## src/tcg_pkg.sv

```systemverilog
// Shared types, constants and helper functions for the texture coordinate generator.
// No dependencies; tcg_xform, tcg_atan, tcg_isqrt and the top level import this package.
package tcg_pkg;

  localparam int FRAC_BITS_DEF = 16;
  localparam int NORM_STAGES   = 3;
  localparam int CORDIC_STEPS  = 31;
  localparam int ATAN_LAT      = 1 + NORM_STAGES + CORDIC_STEPS;
  localparam int SQRT_STEPS    = 32;
  localparam int SQRT_PAD      = ATAN_LAT - SQRT_STEPS;

  // Mapping modes
  typedef enum logic [2:0] {
    MODE_PLANE    = 3'd0,
    MODE_SPHERE   = 3'd1,
    MODE_CYLINDER = 3'd2,
    MODE_DISC     = 3'd3,
    MODE_NONE     = 3'd4
  } map_mode_t;

  // Configuration register indexes
  typedef enum logic [2:0] {
    REG_MAP_MODE = 3'd0,
    REG_WORD_A   = 3'd1,
    REG_WORD_B   = 3'd2,
    REG_WORD_C   = 3'd3,
    REG_WORD_D   = 3'd4,
    REG_WORD_E   = 3'd5,
    REG_WORD_F   = 3'd6
  } cfg_reg_t;

  typedef struct packed {
    logic signed [31:0] pos_x;
    logic signed [31:0] pos_y;
    logic signed [31:0] pos_z;
    logic               final_vertex;
  } in_data_t;

  typedef struct packed {
    logic signed [31:0] map_u;
    logic signed [31:0] map_v;
    logic               final_result;
  } out_data_t;

  typedef struct packed {
    logic signed [31:0] x;
    logic signed [31:0] y;
    logic signed [31:0] z;
  } vec3_t;

  // Per-beat side data that rides alongside the angle pipelines
  typedef struct packed {
    logic [2:0]         mode;
    logic signed [31:0] plane_u;
    logic signed [31:0] plane_v;
    logic               last;
  } side_t;

  // CORDIC arctangent table, binary angle units (2^32 per turn)
  function automatic logic [31:0] angle_step(input int i);
    logic [31:0] t;
    case (i)
      0:  t = 32'd536870912;
      1:  t = 32'd316933406;
      2:  t = 32'd167458907;
      3:  t = 32'd85004756;
      4:  t = 32'd42667331;
      5:  t = 32'd21354465;
      6:  t = 32'd10679838;
      7:  t = 32'd5340245;
      8:  t = 32'd2670163;
      9:  t = 32'd1335087;
      10: t = 32'd667544;
      11: t = 32'd333772;
      12: t = 32'd166886;
      13: t = 32'd83443;
      14: t = 32'd41722;
      15: t = 32'd20861;
      16: t = 32'd10430;
      17: t = 32'd5215;
      18: t = 32'd2608;
      19: t = 32'd1304;
      20: t = 32'd652;
      21: t = 32'd326;
      22: t = 32'd163;
      23: t = 32'd81;
      24: t = 32'd41;
      25: t = 32'd20;
      26: t = 32'd10;
      27: t = 32'd5;
      28: t = 32'd3;
      29: t = 32'd1;
      30: t = 32'd1;
      default: t = 32'd0;
    endcase
    return t;
  endfunction

  // Clamp to the signed 32-bit range
  function automatic logic signed [31:0] sat32(input logic signed [66:0] v);
    logic signed [31:0] r;
    if (v > 67'sd2147483647) begin
      r = 32'sh7fff_ffff;
    end else if (v < -67'sd2147483648) begin
      r = 32'sh8000_0000;
    end else begin
      r = v[31:0];
    end
    return r;
  endfunction

endpackage

```

## src/tcg_isqrt.sv

```systemverilog
// Pipelined 64-bit integer square root, one result bit per stage (32 stages).
// Depends on tcg_pkg (stage count).
module tcg_isqrt import tcg_pkg::*; (
  input  logic        clk,
  input  logic        rst_n,
  input  logic        adv,
  input  logic        in_vld,
  input  logic [63:0] in_n,
  output logic        out_vld,
  output logic [32:0] out_root
);

  logic [63:0] n_r   [SQRT_STEPS+1];
  logic [63:0] res_r [SQRT_STEPS+1];
  logic        vld_r [SQRT_STEPS+1];

  assign n_r[0]   = in_n;
  assign res_r[0] = '0;
  assign vld_r[0] = in_vld;

  for (genvar i = 0; i < SQRT_STEPS; i++) begin : g_step
    localparam logic [63:0] BIT = 64'(1) << (62 - 2 * i);
    logic [63:0] trial, nn, rn;

    always_comb begin
      trial = res_r[i] + BIT;
      if (n_r[i] >= trial) begin
        nn = n_r[i] - trial;
        rn = (res_r[i] >> 1) + BIT;
      end else begin
        nn = n_r[i];
        rn = res_r[i] >> 1;
      end
    end

    always_ff @(posedge clk) begin
      if (!rst_n) begin
        vld_r[i+1] <= 1'b0;
      end else if (adv) begin
        vld_r[i+1] <= vld_r[i];
      end
    end

    always_ff @(posedge clk) begin
      if (adv) begin
        n_r[i+1]   <= nn;
        res_r[i+1] <= rn;
      end
    end
  end

  assign out_vld  = vld_r[SQRT_STEPS];
  assign out_root = res_r[SQRT_STEPS][32:0];

endmodule

```

## config.mk

```make
export PLATFORM = sky130hd
export DESIGN_NAME = tcg_isqrt
export DESIGN_NICKNAME = d
export VERILOG_FILES = /design/src/tcg_pkg.sv /design/src/tcg_isqrt.sv
export SDC_FILE = /design/constraint.sdc
export NUM_CORES = 2
export LEC_CHECK = 0
export BUFFER_PORTS_ARGS = -buffer_cell sky130_fd_sc_hd__buf_2
export CORE_MARGIN = 2
export CORE_UTILIZATION = 30
export CTS_CLUSTER_DIAMETER = 80
export DETAILED_ROUTE_END_ITERATION = 8
export PLACE_DENSITY_LB_ADDON = 0.3
export SLEW_MARGIN = 30
export SYNTH_ARGS = -nofsm -noshare
export SYNTH_HDL_FRONTEND = slang
export SYNTH_SLANG_ARGS = --single-unit
```

## constraint.sdc

```tcl
create_clock -name clk -period 6.5 [get_ports clk]
set_input_delay 0.325 -clock clk [delete_from_list [all_inputs] [get_ports clk]]
set_output_delay 0.325 -clock clk [all_outputs]
set_load 0.03 [all_outputs]
```

# --- Yosys cells after proc, flatten, opt, wreduce, memory -nomap -nowiden ---
# Cells that the tools add are included.
classes:
  addsub: 93
  multipliers: 0
  div: 0
  magnitude_cmp: 32
  n_eq_ne: 0
  n_shift: 0
  n_mux: 63
  n_bitwise: 0
  reduce_logical: 0
op_table:
  columns: ["op", "count"]
  rows:
  - ["$ge A64 B64 Y1", 31]
  - ["$mux W64", 31]
  - ["$mux W63", 31]
  - ["$sub A64 B64 Y64", 30]
  - ["$add A63 B11 Y64 const B", 1]
  - ["$add A63 B13 Y64 const B", 1]
  - ["$add A63 B15 Y64 const B", 1]
  - ["$add A63 B17 Y64 const B", 1]
  - ["$add A63 B19 Y64 const B", 1]
  - ["$add A63 B21 Y64 const B", 1]
  - ["$add A63 B23 Y64 const B", 1]
  - ["$add A63 B25 Y64 const B", 1]
  - ["$add A63 B27 Y64 const B", 1]
  - ["$add A63 B29 Y64 const B", 1]
  - ["$add A63 B3 Y64 const B", 1]
  - ["$add A63 B31 Y64 const B", 1]
  - ["$add A63 B33 Y64 const B", 1]
  - ["$add A63 B35 Y64 const B", 1]
  - ["$add A63 B37 Y64 const B", 1]
  - ["$add A63 B39 Y64 const B", 1]
  - ["$add A63 B41 Y64 const B", 1]
  - ["$add A63 B43 Y64 const B", 1]
  - ["$add A63 B45 Y64 const B", 1]
  - ["$add A63 B47 Y64 const B", 1]
  - ["other kinds (45)", 45]
totals:
  register_bits: 4033
  latchBits: 0
  ramBits: 0
  romBits: 0
  input_bits: 68
  out_inout_bits: 34
  wordCells: 313
  n_memories: 0

# --- Logic depth before layout (Yosys ltp) ---
depth:
  depth_word: 3
  ltp_mapped: 15

# --- Worst setup path before layout ---
# Ideal clock, no wire load.
synth_path:
  kind: "register -> register"
  from: "register n_r[946] (netlist bit)"
  to: "register n_r[882] (netlist bit), data pin"
  setup_ns: 0.266
  arrival_ns: 3.381
  slack_ns: 2.852
  path_stages_with_launch: 11
  period_less_slack_ns: 3.648
  path_cell_list: "edfxtp_1 > or4_4 > or4b_4 > or3_4 > or4_4 > or4_4 > a21oi_4 > inv_2 > o2111ai_2 > nor3_1 > xor2_1"
synth_between:
  elab_chain_cells: 2
  word_cells_on_any_way: 3
  cone_classes: "add/sub: 1; order compare: 1; mux: 1"
synth_rtl:
  columns: ["item", "line_no", "source"]
  rows:
  - ["start, declared", "tcg_isqrt.sv:13", "logic [63:0] n_r [SQRT_STEPS+1];"]
  - ["start signal, assigned by index", "tcg_isqrt.sv:46", "n_r[i+1] <= nn;"]
  - ["$sub A64 B64 Y64 / $ge A64 B64 Y1 (equally long branches)", "tcg_isqrt.sv:28, tcg_isqrt.sv:27", null]
  - ["$mux W64 (*)", "tcg_isqrt.sv:27", "if (n_r[i] >= trial) begin"]
  - ["named net g_step[18].nn[50]", "tcg_isqrt.sv:23", "logic [63:0] trial, nn, rn;"]
# Mark *: on every way through the listed nets, which the timed path passes. The rest lies on a longest branch.
# A chain may end at the register's enable or synchronous reset.

# --- Worst setup path after layout ---
layout_path:
  from: "register n_r[161] (netlist bit)"
  to: "register n_r[113] (netlist bit), data pin"
layout_between:
  elab_chain_cells: 2
  word_cells_on_any_way: 3
  cone_classes: "add/sub: 1; order compare: 1; mux: 1"
layout_rtl:
  columns: ["item", "line_no"]
  rows:
  - ["$sub A64 B64 Y64 / $ge A64 B64 Y1 (equally long branches)", "tcg_isqrt.sv:28, tcg_isqrt.sv:27"]
  - ["$mux W64 (*)", "tcg_isqrt.sv:27"]
  - ["named net g_step[30].nn[49]", "tcg_isqrt.sv:23"]
# Marked as above.

==> out/metrics.cfg <==
[logic_synthesis]
synth_seq_area_share_pct=62.4
synth_compound_area_share_pct=9.47
synthAdderAreaFrac_pct=5.73
syn_inst=9733
async_reset_ff_share_pct=0
syn-cell-area_mm2=0.122
yosys.area.top_type=edfxtp_1
synth_common_cells=edfxtp_1 (2,512), inv_1 (710), nor2_1 (629)
yosysWarningCount=0
yosysMostFrequentCell=edfxtp_1
synth_edf_count=2512
synthTopCellsByArea=edfxtp_1 (62%), ha_1 (5.7%), xnor2_1 (3.2%)
synthSimpleGateAreaFrac_pct=12.2
synth_top_flop_cell=edfxtp_1
yosysUniqueCellTypes=89
synth_top_family_by_area=simple AND/OR/NAND/NOR gates
synth.area.mux_share_pct=1.10
synth-seq-cells=2544
synth.avg_cell_area_um2=12.5
synth_xor_area_share_pct=6.24
yosysTopAreaCellShare_pct=61.9
synth_nets=10400

[clocking]
insertion_delay_ns=0.96
ctsHtreeMaxLevel=5
path_clk_slew_ns=0.05
cts_tree=built
numCtsBuffers=291
clock-sinks=2544
cts_resized=0
cts_setup_buffers=0
root_buffer=clkbuf_16
clk_path_buf_depth=4

[worst_hold_path]
hp-start=adv
min-delay-path-class=in2reg

[run_status]
outcome=finished clean

[timing]
setup_viol=0
worstMarginPinSlew_ns=1.05
hold_ws_ns=0.0840
layout_setup_ws_ns=1.54
fmax_ghz=0.202
finalCriticalPeriod_ns=4.96
fin_crit_sh_pct=76.3
hold_viol_final=0
rsz0062_at_grt=no
tns_ns=0
fin_skew_ns=0.0963
slew_headroom_pct=29.4
drv_slew=0

[critical_path]
arrival_ns=5.56
worst-path-max-fanout=15
worstReg2RegEnd=n_r[113]
crit_required_ns=7.10
endpoint_kind=flop
crit_end=n_r[113]
criticalPathCategory=reg2reg
cp-start-kind=flop
r2r_cells=11
r2r-start=n_r[161]
rrSetupSlack_ns=1.54
critPathLaunch=n_r[161]

[routing]
antenna_left=0
viasPerCell=4.81
drc=0
firstDrtPassIters=6
drt-total-wl_mm=303
wl_per_cell_um=19.3
drtIter0Drc=5665
num_vias=75700

[floorplan]
coreArea_mm2=0.406
io_pins=102
fp.dieW_um=641
start_util_pct=30.1
die-area_mm2=0.411
die_h_um=641
rows=234

[power]
ir_drop_mv=0.236
p_leak_nw=51.5
power_density_mw_per_mm2=352

[finish]
filler_cell_count=39600
final_nets=10700
synthToLayoutAreaGrowth_pct=14.6
drive_above_1_share_pct=8.00

[run]
maxCapViolations=0

[grt]
gr-usage-all-layers_pct=14.4
antenna_found_initial=1
grt_pass1_wl_mm=459
grt_max_degree=188
overflow=0
grt_pass1_vias=75600

[place]
port_buffers=100
dpl_worst_slack_ns=1.60
dp_hpwl_mm=229
gp_congestion=0.887

-- where the power goes --
group          leakage [nW]  internal, mW  switching [mW]
Sequential             24.4          20.8            1.75
Clock                  4.62          9.64            6.88
Combinational          22.4          4.09            6.02
-- critical path: stages, from the launching register on --
cell       delay (ns)
edfxtp_1         0.39
ha_1             0.48
nand2_1          0.23
or4_1            0.68
nor2_1           0.41
nand4_1          0.52
nand3_1          0.27
and3b_2          0.33
inv_1            0.53
nand2_1          0.24
a2111oi_0        0.45
xor2_1           0.14
-- state kept, by name, indices dropped and copies added (netlist names) --
register	flops
out_root	32
vld_r	31
res_r	496
n_r	1984
out_vld	1
-- final cells by class --
class / count / area, um2 / share of cell area [%]
Antenna cell: 3 / 7.51 / 0.00537
Sequential cell: 2544 / 76100 / 54.5
Multi-Input combinational cell: 6278 / 42500 / 30.5
Clock buffer: 342 / 7580 / 5.43
Clock inverter: 180 / 2040 / 1.46
Inverter: 713 / 2680 / 1.92
Timing Repair Buffer: 249 / 1990 / 1.43
Tap cell: 5428 / 6790 / 4.86
-- logic make-up after synthesis --
| kind of cell | after synthesis |
|---|---|
| xor gates and xnor gates | 869 |
| buffers and inverters | 911 |
| and+or+nand+nor | 2868 |
| DFF | 2544 |
| muxes | 124 |
| adders and majority gates | 558 |
| other | 1 |
| AOI/OAI and AO/OA | 1858 |
-- stage by stage --
step	util, %	std cells	area (um2)	total power, mW
2_1_floorplan	-	9733	122000	29.3
3_3_place_gp	31.9	15100	129000	32.9
3_5_place_dp	31.9	15100	129000	32.9
4_1_cts	34.4	15700	140000	49.6
5_1_grt	34.5	15700	140000	51.5
6_report	34.5	15700	140000	49.2
-- layer usage --
| layer | part of all wire, % | global-route usage (%) |
|---|---|---|
| met3 | 3.3 | 1.77 |
| met2 | 53 | 27.0 |
| met1 | 40 | 16.5 |
| met4 | 4.0 | 5.50 |
| met5 | 0 | 0 |
-- what timing repair did --
item                       CTS  global route
setup endpoints to repair    0             0
hold buffers                73             0
hold endpoints to repair    97             0
-- layout by cell type, fill, tap and decap left out, types with 28 or more instances in the layout --
cell type      count
nand3b_1          30
buf_4             63
o211ai_1          38
clkbuf_16        296
bufinv_16         30
nor4_1           327
o21bai_1          57
nor4b_1           54
a211oi_1          41
nand2b_1          98
or4_1             71
nor2_1           628
o31ai_1           60
a21o_1           244
nand4_1          162
buf_2             99
and2_1            28
clkbuf_1          46
dfxtp_1           32
o21ai_0          449
clkinv_1          42
inv_1            710
dlygate4sd3_1     73
nor3_1           287
and3_1            42
or3_1            117
nand3_1          139
a31oi_1           55
o21a_1            91
clkinv_2          48
mux2i_1           42
xnor2_1          445
nand2_1          599
or2_2             58
nor2b_1          100
mux2_2            82
ha_1             558
a21oi_1          598
xor2_1           424
edfxtp_1        2512
-- how the worst min path moves through the flow --
stage | depth (start not counted) | endpoint
detailed placement | 0 | n_r[785]
finish | 3 | vld_r[18]
floorplan | 0 | n_r[1032]
global route | 2 | n_r[1988]
CTS | 2 | n_r[2009]
global placement | 0 | n_r[785]
Note: power is estimated with default switching activity, not from simulation.
